## src/rtl/stt_pkg.sv

```systemverilog
// Shared types and constants for the software timer table.
// Used by stt_slot_alu and software_timer_table.
`default_nettype none
package stt_pkg;

   localparam int DefaultSlots = 8;
   localparam int MaxEvents    = 8;
   localparam int EvCntW       = $clog2(MaxEvents + 1);
   localparam int KindW        = 2;
   localparam int ReceptorW    = 16;
   localparam int TicksW       = 32;
   localparam int SlotW        = 6;
   localparam int RamW         = 2 * TicksW + ReceptorW;

   typedef enum logic [KindW-1:0] {
      KIND_TICK     = 2'd0,
      KIND_ONE_SHOT = 2'd1,
      KIND_PERIODIC = 2'd2,
      KIND_DESTROY  = 2'd3
   } kind_type;

   typedef enum logic [3:0] {
      ST_IDLE  = 4'b0001,
      ST_READ  = 4'b0010,
      ST_EXEC  = 4'b0100,
      ST_FLUSH = 4'b1000
   } state_type;

   typedef struct packed {
      logic                 enabled;
      logic                 one_shot;
      logic [TicksW-1:0]    period;
      logic [TicksW-1:0]    remaining;
      logic [ReceptorW-1:0] receptor;
   } slot_entry_type;

   typedef struct packed {
      logic           hit;
      logic           fire;
      logic           write;
      slot_entry_type entry;
   } alu_out_type;

   typedef struct packed {
      logic                 event_valid;
      logic [ReceptorW-1:0] event_receptor;
      logic [SlotW-1:0]     slot;
      logic                 ok;
      logic                 last;
   } result_type;

endpackage
`default_nettype wire

```

## src/rtl/stt_ram.sv

```systemverilog
// Generic single-write, single-read RAM with registered read data.
// No dependencies.
`default_nettype none
module stt_ram #(
   parameter int Width = 8,
   parameter int Depth = 8
) (
   input  wire logic                                 clock,
   input  wire logic                                 wr_en,
   input  wire logic [(Depth > 1 ? $clog2(Depth) : 1)-1:0] wr_addr,
   input  wire logic [Width-1:0]                     wr_data,
   input  wire logic                                 rd_en,
   input  wire logic [(Depth > 1 ? $clog2(Depth) : 1)-1:0] rd_addr,
   output logic [Width-1:0]                          rd_data
);
   logic [Width-1:0] mem_ff [Depth];
   logic [Width-1:0] rd_data_ff;

   always_ff @(posedge clock) begin
      if (wr_en) begin
         mem_ff[wr_addr] <= wr_data;
      end
      if (rd_en) begin
         rd_data_ff <= mem_ff[rd_addr];
      end
   end

   assign rd_data = rd_data_ff;
endmodule
`default_nettype wire

```

## src/rtl/stt_slot_alu.sv

```systemverilog
// Shared per-slot unit: decrement and reload for tick, claim for create,
// receptor match for destroy. Depends on stt_pkg.
`default_nettype none
module stt_slot_alu (
   input  stt_pkg::kind_type                   kind,
   input  wire logic [stt_pkg::ReceptorW-1:0]  receptor_id,
   input  wire logic [stt_pkg::TicksW-1:0]     timeout_ticks,
   input  stt_pkg::slot_entry_type             entry,
   output stt_pkg::alu_out_type                result
);
   import stt_pkg::*;

   logic [TicksW-1:0] dec;

   assign dec = entry.remaining - TicksW'(1);

   always_comb begin
      result       = '0;
      result.entry = entry;
      case (kind)
         KIND_TICK: begin
            if (entry.enabled && (entry.remaining != '0)) begin
               result.write           = 1'b1;
               result.entry.remaining = dec;
               if (dec == '0) begin
                  result.fire = 1'b1;
                  if (entry.one_shot) begin
                     result.entry.enabled = 1'b0;
                  end else begin
                     result.entry.remaining = entry.period;
                  end
               end
            end
         end
         KIND_ONE_SHOT, KIND_PERIODIC: begin
            if (!entry.enabled) begin
               result.hit             = 1'b1;
               result.write           = 1'b1;
               result.entry.enabled   = 1'b1;
               result.entry.one_shot  = (kind == KIND_ONE_SHOT);
               result.entry.period    = (kind == KIND_ONE_SHOT) ? '0 : timeout_ticks;
               result.entry.remaining = timeout_ticks;
               result.entry.receptor  = receptor_id;
            end
         end
         KIND_DESTROY: begin
            if (entry.receptor == receptor_id) begin
               result.hit             = 1'b1;
               result.write           = 1'b1;
               result.entry.enabled   = 1'b0;
               result.entry.period    = '0;
               result.entry.remaining = '0;
            end
         end
         default: begin
            result = '0;
         end
      endcase
   end
endmodule
`default_nettype wire

```

## src/rtl/software_timer_table.sv

```systemverilog
// Software timer table: walks the slots one at a time through a shared unit.
// Each slot takes a RAM read state, then an update state. A tick walks every
// slot; create or destroy stops at the first slot that it claims or matches.
// One item at a time; a stalled result output can hold the walk.
// Reset clears control state and marks every slot unwritten (reads as zero);
// there is no clearing pass. Depends on stt_pkg, stt_ram, stt_slot_alu.
`default_nettype none
module software_timer_table #(
   parameter int SLOTS = stt_pkg::DefaultSlots
) (
   input  wire logic                            clock,
   input  wire logic                            reset,
   input  wire logic                            req_valid,
   output logic                                 req_stall,
   input  wire logic [stt_pkg::KindW-1:0]       req_kind,
   input  wire logic [stt_pkg::ReceptorW-1:0]   req_receptor_id,
   input  wire logic [stt_pkg::TicksW-1:0]      req_timeout_ticks,
   output logic                                 rsp_valid,
   input  wire logic                            rsp_stall,
   output logic                                 rsp_event_valid,
   output logic [stt_pkg::ReceptorW-1:0]        rsp_event_receptor,
   output logic [stt_pkg::SlotW-1:0]            rsp_slot,
   output logic                                 rsp_ok,
   output logic                                 rsp_last
);
   import stt_pkg::*;

   localparam int IdxW = (SLOTS > 1) ? $clog2(SLOTS) : 1;

   state_type             state_ff, state_in;
   logic [IdxW-1:0]       idx_ff, idx_in;
   logic [EvCntW-1:0]     ev_cnt_ff, ev_cnt_in;
   kind_type              kind_ff, kind_in;
   logic [ReceptorW-1:0]  rec_ff, rec_in;
   logic [TicksW-1:0]     ticks_ff, ticks_in;
   logic                  pend_v_ff, pend_v_in;
   result_type            pend_ff, pend_in;
   logic                  rsp_valid_ff, rsp_valid_in;
   result_type            rsp_ff, rsp_in;
   logic [SLOTS-1:0]      en_ff, en_in;
   logic [SLOTS-1:0]      os_ff, os_in;
   logic [SLOTS-1:0]      written_ff, written_in;

   logic                  rd_en;
   logic                  wr_en;
   logic [RamW-1:0]       rd_data;
   logic [RamW-1:0]       wr_data;
   slot_entry_type        entry;
   alu_out_type           alu;
   logic                  out_free;
   logic                  last_slot;
   logic                  emit;
   logic                  hold;
   logic                  load_out;
   logic                  out_last;
   result_type            event_item;

   stt_ram #(
      .Width (RamW),
      .Depth (SLOTS)
   ) u_ram (
      .clock   (clock),
      .wr_en   (wr_en),
      .wr_addr (idx_ff),
      .wr_data (wr_data),
      .rd_en   (rd_en),
      .rd_addr (idx_ff),
      .rd_data (rd_data)
   );

   always_comb begin
      entry          = '0;
      entry.enabled  = en_ff[idx_ff];
      entry.one_shot = os_ff[idx_ff];
      if (written_ff[idx_ff]) begin
         {entry.period, entry.remaining, entry.receptor} = rd_data;
      end
   end

   stt_slot_alu u_alu (
      .kind          (kind_ff),
      .receptor_id   (rec_ff),
      .timeout_ticks (ticks_ff),
      .entry         (entry),
      .result        (alu)
   );

   assign wr_data   = {alu.entry.period, alu.entry.remaining, alu.entry.receptor};
   assign out_free  = !rsp_valid_ff || !rsp_stall;
   assign last_slot = (idx_ff == IdxW'(SLOTS - 1));
   assign emit      = (kind_ff == KIND_TICK) && alu.fire &&
                      (ev_cnt_ff < EvCntW'(MaxEvents));
   assign hold      = emit && pend_v_ff && !out_free;

   always_comb begin
      event_item                = '0;
      event_item.event_valid    = 1'b1;
      event_item.event_receptor = entry.receptor;
      event_item.slot           = SlotW'(idx_ff);
      event_item.ok             = 1'b1;
   end

   always_comb begin
      state_in   = state_ff;
      idx_in     = idx_ff;
      ev_cnt_in  = ev_cnt_ff;
      kind_in    = kind_ff;
      rec_in     = rec_ff;
      ticks_in   = ticks_ff;
      pend_v_in  = pend_v_ff;
      pend_in    = pend_ff;
      en_in      = en_ff;
      os_in      = os_ff;
      written_in = written_ff;
      rd_en      = 1'b0;
      wr_en      = 1'b0;
      load_out   = 1'b0;
      out_last   = 1'b0;
      case (state_ff)
         ST_IDLE: begin
            if (req_valid) begin
               kind_in   = kind_type'(req_kind);
               rec_in    = req_receptor_id;
               ticks_in  = req_timeout_ticks;
               idx_in    = '0;
               ev_cnt_in = '0;
               pend_v_in = 1'b0;
               state_in  = ST_READ;
            end
         end
         ST_READ: begin
            rd_en    = 1'b1;
            state_in = ST_EXEC;
         end
         ST_EXEC: begin
            if (!hold) begin
               if (alu.write) begin
                  wr_en              = 1'b1;
                  en_in[idx_ff]      = alu.entry.enabled;
                  os_in[idx_ff]      = alu.entry.one_shot;
                  written_in[idx_ff] = 1'b1;
               end
               if (kind_ff == KIND_TICK) begin
                  if (emit) begin
                     load_out  = pend_v_ff;
                     pend_v_in = 1'b1;
                     pend_in   = event_item;
                     ev_cnt_in = ev_cnt_ff + EvCntW'(1);
                  end
                  if (last_slot) begin
                     state_in = ST_FLUSH;
                  end else begin
                     idx_in   = idx_ff + IdxW'(1);
                     state_in = ST_READ;
                  end
               end else if (alu.hit) begin
                  pend_v_in    = 1'b1;
                  pend_in      = '0;
                  pend_in.slot = SlotW'(idx_ff);
                  pend_in.ok   = 1'b1;
                  state_in     = ST_FLUSH;
               end else if (last_slot) begin
                  pend_v_in = 1'b1;
                  pend_in   = '0;
                  state_in  = ST_FLUSH;
               end else begin
                  idx_in   = idx_ff + IdxW'(1);
                  state_in = ST_READ;
               end
            end
         end
         ST_FLUSH: begin
            if (!pend_v_ff) begin
               state_in = ST_IDLE;
            end else if (out_free) begin
               load_out  = 1'b1;
               out_last  = 1'b1;
               pend_v_in = 1'b0;
               state_in  = ST_IDLE;
            end
         end
         default: begin
            state_in = ST_IDLE;
         end
      endcase
   end

   always_comb begin
      rsp_valid_in = load_out || (rsp_valid_ff && rsp_stall);
      rsp_in       = rsp_ff;
      if (load_out) begin
         rsp_in      = pend_ff;
         rsp_in.last = out_last;
      end
   end

   always_ff @(posedge clock) begin
      if (reset) begin
         state_ff     <= ST_IDLE;
         pend_v_ff    <= 1'b0;
         rsp_valid_ff <= 1'b0;
         en_ff        <= '0;
         os_ff        <= '0;
         written_ff   <= '0;
         idx_ff       <= '0;
         ev_cnt_ff    <= '0;
      end else begin
         state_ff     <= state_in;
         pend_v_ff    <= pend_v_in;
         rsp_valid_ff <= rsp_valid_in;
         en_ff        <= en_in;
         os_ff        <= os_in;
         written_ff   <= written_in;
         idx_ff       <= idx_in;
         ev_cnt_ff    <= ev_cnt_in;
      end
   end

   always_ff @(posedge clock) begin
      kind_ff  <= kind_in;
      rec_ff   <= rec_in;
      ticks_ff <= ticks_in;
      pend_ff  <= pend_in;
      rsp_ff   <= rsp_in;
   end

   assign req_stall          = (state_ff != ST_IDLE);
   assign rsp_valid          = rsp_valid_ff;
   assign rsp_event_valid    = rsp_ff.event_valid;
   assign rsp_event_receptor = rsp_ff.event_receptor;
   assign rsp_slot           = rsp_ff.slot;
   assign rsp_ok             = rsp_ff.ok;
   assign rsp_last           = rsp_ff.last;

   a_accept_starts_walk: assert property (@(posedge clock) disable iff (reset)
      (req_valid && !req_stall) |=> (state_ff == ST_READ && idx_ff == '0))
      else $error("accepted item did not start a walk at slot zero");

   a_event_limit: assert property (@(posedge clock) disable iff (reset)
      ev_cnt_ff <= EvCntW'(MaxEvents))
      else $error("event count beyond limit");

   a_idle_no_pending: assert property (@(posedge clock) disable iff (reset)
      (state_ff == ST_IDLE) |-> !pend_v_ff)
      else $error("pending result left behind at idle");

   a_single_result_flush: assert property (@(posedge clock) disable iff (reset)
      (state_ff == ST_FLUSH && kind_ff != KIND_TICK) |-> pend_v_ff)
      else $error("create or destroy reached flush without a result");

   a_last_ends_item: assert property (@(posedge clock) disable iff (reset)
      (load_out && out_last) |=> (state_ff == ST_IDLE && rsp_valid_ff))
      else $error("final result did not return to idle");
endmodule
`default_nettype wire
```

## config.mk

```make
export PLATFORM = sky130hd
export DESIGN_NAME = software_timer_table
export DESIGN_NICKNAME = d
export VERILOG_FILES = /design/src/rtl/stt_pkg.sv /design/src/rtl/stt_ram.sv /design/src/rtl/stt_slot_alu.sv /design/src/rtl/software_timer_table.sv
export SDC_FILE = /design/constraint.sdc
export NUM_CORES = 1
export LEC_CHECK = 0
export BUFFER_PORTS_ARGS = -buffer_cell sky130_fd_sc_hd__buf_2
export CORE_MARGIN = 4
export CORE_UTILIZATION = 50
export CTS_CLUSTER_SIZE = 24
export DETAILED_ROUTE_END_ITERATION = 10
export PLACE_DENSITY_LB_ADDON = 0.1
export SYNTH_ARGS = -nofsm -noshare
export SYNTH_HDL_FRONTEND = slang
export SYNTH_SLANG_ARGS = --single-unit
```

## constraint.sdc

```tcl
create_clock -name clock -period 22.7 [get_ports clock]
set_clock_uncertainty 0.1 [all_clocks]
set_input_delay 3.405 -clock clock [delete_from_list [all_inputs] [get_ports clock]]
set_output_delay 3.405 -clock clock [all_outputs]
set_load 0.01 [all_outputs]
```

# [Yosys cells after proc, flatten, opt, wreduce, memory -nomap -nowiden]
# Memories as Yosys holds them, arrays and structs flattened. A register that Yosys moved wholly into a read port is not among the register bits.
# Cells that the tools add are included.
[op_classes] addsub=3 n_lt_le_gt_ge=3 eq_ne=19 n_mux=75 n_bitwise=2 n_reduce_logical=26
[ops] cell="$mux W32" count=4
[ops] cell="$mux W25" count=4
[ops] cell="$pmux W32 S3" count=1
[ops] cell="$mux W83" count=1
[ops] cell="$mux W80" count=1
[ops] cell="$mux W64" count=1
[ops] cell="$pmux W32 S2" count=1
[ops] cell="$mux W4" count=11
[ops] cell="$logic_not A32 Y1" count=1
[ops] cell="$reduce_bool A32 Y1" count=1
[ops] cell="$sub A32 B1 Y32 const B" count=1
[ops] cell="$mux W1" count=30
[ops] cell="$mux W3" count=6
[ops] cell="$bwmux W8" count=2
[ops] cell="$eq A16 B16 Y1" count=1
[ops] cell="$mux W16" count=1
[ops] cell="$pmux W4 S4" count=1
[ops] cell="$ne A2 B2 Y1 const B" count=5
[ops] cell="$reduce_and A5 Y1" count=2
[ops] cell="$bmux W1 S3" count=3
[ops] cell="$ne A3 B3 Y1 const B" count=3
[ops] cell="$or A8 B8 Y8" count=1
[ops] cell="$pmux W4 S2" count=1
[ops] cell="$reduce_and A4 Y1" count=2
[ops] cell="30 further kinds" count=43
[word_totals] regBits=136 ram_bits=640 word_cells=149 n_memories=1
[mem_list] memory="u_ram.mem_ff" depth=8 word_bits=80 rd=1 rd_clocked_by_memory_dff=1 write_ports=1 line="stt_ram.sv:16" rtl="logic [Width-1:0] mem_ff [Depth];"

# [Depth between registers and ports, before layout]
[logic_depth] ltp_word=16 mapped_depth=19

# [Hierarchy]
# A second synthesis with hierarchy kept.
[unflattened] cells_unflattened=1955 area_unflattened_um2=34939.8
[by_module_without_submodules] module="stt_ram" n_inst=1 cells_per_inst=1018 area_per_inst_um2=26455.4 seq_area_each_um2=21620.7
[by_module_without_submodules] module="software_timer_table" n_inst=1 cells_per_inst=428 area_per_inst_um2=5407.7 seq_area_each_um2=3533.4
[by_module_without_submodules] module="stt_slot_alu" n_inst=1 cells_per_inst=509 area_per_inst_um2=3076.7 seq_area_each_um2=0.0

# [Least setup slack after synthesis]
# No wires, ideal clock.
[synth_timing] path_kind="reg2reg" start="register state_ff[1]" end="register u_ram.rd_data_ff[0], in the netlist u_ram.rd_data[0], read port of u_ram.mem_ff, enable pin" setup_time_ps=746 arrival_time_ps=8712 required_time_ps=21854 setup_slack_ps=13141 stages_incl_launch_ff=2 path_cell_list="dfxtp_1 > nor4b_1"
[synth_via] elab_chain_cells=2
[synth_lines] element="start: declaration" line="software_timer_table.sv:30" rtl="state_type state_ff, state_in;"
[synth_lines] element="start signal: assignment" line="software_timer_table.sv:208" rtl="state_ff <= state_in;"
[synth_lines] element="$eq A4 B2 Y1" line="software_timer_table.sv:119" rtl="case (state_ff)"
[synth_lines] element="$mux W1" line="software_timer_table.sv:119"
[synth_lines] element="end: declaration" line="stt_ram.sv:17" rtl="logic [Width-1:0] rd_data_ff;"
# No other way between the ends.
# A chain may end at the register's enable or synchronous reset.

# [Worst setup path in the final report]
[layout_timing] start="register idx_ff[0]" end="memory u_ram.mem_ff[0][70] (netlist name), enable pin"
[layout_via] elab_chain_cells=16
[layout_lines] element="start: declaration" line="software_timer_table.sv:31" rtl="logic [IdxW-1:0] idx_ff, idx_in;"
[layout_lines] element="start signal: assignment" line="software_timer_table.sv:214" rtl="idx_ff <= idx_in;"
[layout_lines] element="$bmux W1 S3" line="software_timer_table.sv:75" rtl="if (written_ff[idx_ff]) begin"
[layout_lines] element="$mux W1 (not written as such)" line="software_timer_table.sv:75"
[layout_lines] element="$mux W80" line="software_timer_table.sv:75"
[layout_lines] element="$sub A32 B1 Y32" line="stt_slot_alu.sv:15" rtl="assign dec = entry.remaining - TicksW'(1);"
[layout_lines] element="$logic_not A32 Y1" line="stt_slot_alu.sv:25" rtl="if (dec == '0) begin"
[layout_lines] element="$mux W1" line="stt_slot_alu.sv:25"
[layout_lines] element="$mux W3" line="stt_slot_alu.sv:22" rtl="if (entry.enabled && (entry.remaining != '0)) begin"
[layout_lines] element="$mux W1" line="stt_slot_alu.sv:20" rtl="case (kind)"
[layout_lines] element="$logic_and A1 B1 Y1 (2 in a row)" line="software_timer_table.sv:91" rtl="assign emit = (kind_ff == KIND_TICK) && alu.fire &&"
[layout_lines] element="$logic_and A1 B1 Y1 (2 in a row)" line="software_timer_table.sv:93" rtl="assign hold = emit && pend_v_ff && !out_free;"
[layout_lines] element="$mux W1" line="software_timer_table.sv:136" rtl="if (!hold) begin"
[layout_lines] element="$mux W1" line="software_timer_table.sv:119"
[layout_lines] element="$mux W1" line="stt_ram.sv:20" rtl="if (wr_en) begin"
[layout_lines] element="$mux W1 (not written as such)" line="stt_ram.sv:21" rtl="mem_ff[wr_addr] <= wr_data;"
[layout_lines] element="end: declaration" line="stt_ram.sv:16"
# Parallel ways exist; a longest one is shown, timed or not. The select of a mux whose other input is x is not followed.

==> flow_summary.html <==
<table>
<tr><th>Metric</th><th>Value</th></tr>
<tr><th colspan="2">Status</th></tr>
<tr><td>Run status</td><td>finished clean</td></tr>
<tr><th colspan="2">Floorplanning</th></tr>
<tr><td>Io pins</td><td>81</td></tr>
<tr><td>Width of the die</td><td>267 µm</td></tr>
<tr><td>Die Y</td><td>267 µm</td></tr>
<tr><td>Core area</td><td>0.0661 mm²</td></tr>
<tr><td>Initial Util</td><td>50.7%</td></tr>
<tr><td>Number of cell rows</td><td>94</td></tr>
<tr><td>Floorplan die area</td><td>0.0712 mm²</td></tr>
<tr><th colspan="2">Layout</th></tr>
<tr><td>Final std cell area, no fill</td><td>0.0377 mm²</td></tr>
<tr><td>Commonest non-fill, non-tap cells in the layout</td><td>813 x edfxtp_1, 324 x a22oi_1, 161 x nand2_1, 91 x o21ai_0, 89 x clkbuf_16</td></tr>
<tr><td>Most common cell after layout, fill and taps aside</td><td>edfxtp_1</td></tr>
<tr><td>Fillers</td><td>5,164</td></tr>
<tr><td>Net total in the final layout</td><td>2,367</td></tr>
<tr><td>Layout cells sized above 1</td><td>12.6%</td></tr>
<tr><td>Number of diodes</td><td>0</td></tr>
<tr><td>Growth of design area from synthesis to finish</td><td>12.6%</td></tr>
<tr><th colspan="2">Clock tree</th></tr>
<tr><td>Clock insertion delay at the later pin of the skew report</td><td>0.64 ns</td></tr>
<tr><td>CTS Root Cell</td><td>clkbuf_16</td></tr>
<tr><td>Post-CTS clock slew at the launch and capture registers of the worst setup and hold paths</td><td>0.06 ns</td></tr>
<tr><td>Hold_buf cts</td><td>0</td></tr>
<tr><td>Buffer depth of the longest clock path</td><td>3</td></tr>
<tr><td>Number of buffers created by CTS</td><td>86</td></tr>
<tr><td>Count of instances resized after the clock tree is built</td><td>0</td></tr>
<tr><td>Post-CTS setup buffer count</td><td>0</td></tr>
<tr><td>Clock tree from TritonCTS</td><td>yes</td></tr>
<tr><td>CTS H-tree lvls</td><td>3</td></tr>
<tr><td>Number of clock sinks seen by CTS</td><td>850</td></tr>
<tr><th colspan="2">Place</th></tr>
<tr><td>Post-detailed-placement half-perimeter wirelength</td><td>51,600 µm</td></tr>
<tr><td>Setup Slack @ Placement</td><td>15.64 ns</td></tr>
<tr><td>PortBufs</td><td>77</td></tr>
<tr><td>Cell Area, Placed</td><td>0.0348 mm²</td></tr>
<tr><td>Placer congestion estimate</td><td>0.964</td></tr>
<tr><th colspan="2">Timing</th></tr>
<tr><td>Hold violation total from the final report</td><td>0</td></tr>
<tr><td>Slew at the pin with the worst max-slew slack</td><td>1.14 ns</td></tr>
<tr><td>Number of endpoints failing setup at the final stage</td><td>0</td></tr>
<tr><td>Post-route worst hold slack</td><td>0.319 ns</td></tr>
<tr><td>Fraction of the cycle the final worst path needs</td><td>31.8%</td></tr>
<tr><td>Max Transition Viols Final</td><td>0</td></tr>
<tr><td>Least setup slack across all paths after layout</td><td>15.47 ns</td></tr>
<tr><td>Sum of negative setup slack</td><td>0 ns</td></tr>
<tr><td>Achievable frequency</td><td>138 MHz</td></tr>
<tr><td>Period minus WS final</td><td>7.23 ns</td></tr>
<tr><td>Unrepaired setup endpoints after global routing</td><td>no</td></tr>
<tr><td>Slew HR</td><td>23.7%</td></tr>
<tr><th colspan="2">Pwr</th></tr>
<tr><td>Peak supply drop</td><td>0.0682 mV</td></tr>
<tr><td>Static leakage</td><td>12.0 nW</td></tr>
<tr><td>Power density over cell area</td><td>92.8 mW/mm²</td></tr>
<tr><td>Total Power</td><td>3.50 mW</td></tr>
<tr><th colspan="2">Worst setup path</th></tr>
<tr><td>FF-to-FF path depth</td><td>14</td></tr>
<tr><td>Critical Path End Type</td><td>flip-flop</td></tr>
<tr><td>FF-to-FF setup slack</td><td>15.47 ns</td></tr>
<tr><td>Chain of cells forming the critical path</td><td>mux4_2 -&gt; mux2_4 -&gt; nand2_1 -&gt; ha_1 -&gt; nor3b_1 -&gt; nand4_1 -&gt; or4_1 -&gt; o211ai_1 -&gt; nor4_1 -&gt; nand4_1 -&gt; or2_2 -&gt; nand2_1 -&gt; inv_4 -&gt; buf_4</td></tr>
<tr><td>Crit-path leading delay family</td><td>simple AND/OR/NAND/NOR gates</td></tr>
<tr><td>Critical path buffers and inverters</td><td>2</td></tr>
<tr><td>Arrival time reported for the critical path endpoint</td><td>7.37 ns</td></tr>
<tr><td>Terminus of the critical flop-to-flop path</td><td>u_ram.mem_ff[0][70]$_DFFE_PP_</td></tr>
<tr><td>Setup CP Type</td><td>reg -&gt; reg</td></tr>
<tr><td>Data required time at the worst endpoint</td><td>22.85 ns</td></tr>
<tr><td>Delay of the slowest cell on the worst path</td><td>0.80 ns</td></tr>
<tr><td>Reg-to-reg critical path startpoint</td><td>idx_ff[0]$_SDFFE_PP0P_</td></tr>
<tr><td>Type of element launching the critical path</td><td>flip-flop</td></tr>
<tr><td>Max stage delay cell, worst path</td><td>buf_4</td></tr>
<tr><td>Critical path fanouts, max</td><td>48</td></tr>
<tr><th colspan="2">Yosys</th></tr>
<tr><td>Sequential-to-total area share from yosys stat</td><td>75.1%</td></tr>
<tr><td>Average footprint of a synthesized cell</td><td>14.9 µm²</td></tr>
<tr><td>Cell count after synthesis</td><td>2,246</td></tr>
<tr><td>Post-synthesis instance area</td><td>0.0335 mm²</td></tr>
<tr><td>Most area-consuming cells after synthesis</td><td>edfxtp_1 73%, a22oi_1 7.3%, dfxtp_1 2.2%, nand2_1 1.8%, nand4_1 1.6%</td></tr>
<tr><td>Library cell occupying the most area in the post-synthesis netlist</td><td>edfxtp_1</td></tr>
<tr><td>Share of the synthesized area in the top cell type</td><td>72.9%</td></tr>
<tr><td>Synth async-reset ratio</td><td>0%</td></tr>
<tr><td>EDFF count, synth</td><td>813</td></tr>
<tr><td>Most frequently used flop master after synthesis</td><td>edfxtp_1</td></tr>
<tr><td>Count of unique library cells instantiated by Yosys</td><td>72</td></tr>
<tr><td>Synth Register Bits</td><td>850</td></tr>
<tr><td>Number of warnings issued by yosys</td><td>0</td></tr>
<tr><th colspan="2">Detailed routing</th></tr>
<tr><td>Via count</td><td>21,100</td></tr>
<tr><td>Total iterations of the first detailed-routing run</td><td>8</td></tr>
<tr><td>Wire length after detailed routing</td><td>92,400 µm</td></tr>
<tr><td>Iter 0 DRT Violations</td><td>2,519</td></tr>
<tr><td>ANT nets after route</td><td>0</td></tr>
<tr><td>Final routed DRC violation total</td><td>0</td></tr>
<tr><td>Post-detailed-route via-to-cell ratio</td><td>6.53</td></tr>
<tr><td>Routed len/inst</td><td>28.6 µm</td></tr>
<tr><th colspan="2">Global route</th></tr>
<tr><td>Antenna violations before repair</td><td>1</td></tr>
<tr><td>Vias in the first global route</td><td>20,600</td></tr>
<tr><td>Grt total ovfl</td><td>0</td></tr>
<tr><td>Overall routing resource usage</td><td>25.8%</td></tr>
<tr><td>Global-route wire length before repair</td><td>136,000 µm</td></tr>
<tr><td>Pin count of the biggest net entering global routing</td><td>80</td></tr>
<tr><th colspan="2">Hold path</th></tr>
<tr><td>Hold path startpoint</td><td>pend_ff[24]$_SDFFCE_PP1P_</td></tr>
<tr><td>Worst min-delay path endpoint</td><td>rsp_event_valid$_DFFE_PP_</td></tr>
<tr><td>Kind of path behind the tightest hold check</td><td>reg -&gt; reg</td></tr>
<tr><td>Hold path depth</td><td>0</td></tr>
<tr><th colspan="2">Run</th></tr>
<tr><td># Max-Cap Violations</td><td>0</td></tr>
</table>
[worst max path at each step]
stage | start | cells after the start | to | slack (ns)
6_report | idx_ff[0]$_SDFFE_PP0P_ | 14 | u_ram.mem_ff[0][70]$_DFFE_PP_ | 15.47
5_1_grt | idx_ff[0]$_SDFFE_PP0P_ | 14 | u_ram.mem_ff[7][25]$_DFFE_PP_ | 15.19
4_1_cts | idx_ff[0]$_SDFFE_PP0P_ | 14 | u_ram.mem_ff[7][25]$_DFFE_PP_ | 15.61
3_5_place_dp | idx_ff[0]$_SDFFE_PP0P_ | 14 | u_ram.mem_ff[7][70]$_DFFE_PP_ | 15.64
3_3_place_gp | idx_ff[0]$_SDFFE_PP0P_ | 14 | u_ram.mem_ff[7][22]$_DFFE_PP_ | 15.79
2_1_floorplan | state_ff[1]$_SDFFE_PP0P_ | 1 | u_ram.rd_data[0]$_DFFE_PP_ | 13.14
[layout make-up]
type | count | area [µm²] | area share (%)
timing repair buffer | 119 | 701 | 1.86
clock buffer | 103 | 2320 | 6.15
sequential | 850 | 25200 | 66.7
tap | 864 | 1080 | 2.87
multi-input combinational | 1229 | 7810 | 20.7
inverter | 19 | 91.3 | 0.242
clock inverter | 53 | 558 | 1.48
[flip-flops by register name, indices dropped and copies added, names as in the netlist, 3 cells and up]
name	flops
ev_cnt_ff	4
state_ff	4
rec_ff	16
ticks_ff	32
pend_ff	21
rsp_slot	3
u_ram.rd_data	80
en_ff	8
u_ram.mem_ff	640
os_ff	8
written_ff	8
idx_ff	3
rsp_event_receptor	16
[Yosys cell counts, drive strengths merged (5+ instances only)]
cell	n
dfxtp	37
a22oi	324
a211oi	17
nor2	85
a31oi	10
a22o	22
or3	16
buf	16
nand4	88
ha	8
edfxtp	813
a21oi	88
xor2	20
o21a	6
nand2	161
mux2i	20
or4	11
nand3	58
or2	6
o41ai	5
clkbuf	134
nand2b	21
nor4	30
o21ai	92
and3	28
xnor2	13
inv	18
o211ai	5
and2	7
nor3	31
[layer usage]
metal,share of wire (%),vias up,GRT usage (%)
met3,8.8,132,4.20
met5,0,-,0
met1,42,10800,38.0
met2,47,1076,40.5
li1,-,9121,-
met4,2.2,0,7.44
[where the power goes]
group          leakage, nW  switching (mW)  internal, mW
combinational         2.79           0.167        0.0518
sequential            7.76          0.0345          1.80
clock                 1.41           0.590         0.854
[through the flow]
stage                     std cells  utilization, %
after floorplan                2248               -
final                          3237            57.1
after global routing           3237            57.1
after CTS                      3237            57.1
after global placement         3081            52.7
after detailed placement       3081            52.7
[kinds of logic (layout without fill, tap and decap cells)]
logic type      count (synthesis)  count (layout)  synth area share, %
mux                            24              24                0.799
other cells                     1               3               0.0112
compound gates                601             601                 12.4
xor+xnor                       33              33                0.863
buf+inv                       169             294                 1.99
fa+ha+maj                       8               8                0.299
simple gates                  560             560                 8.57
flops                         850             850                 75.1
Power figures use the tool's default switching activity.
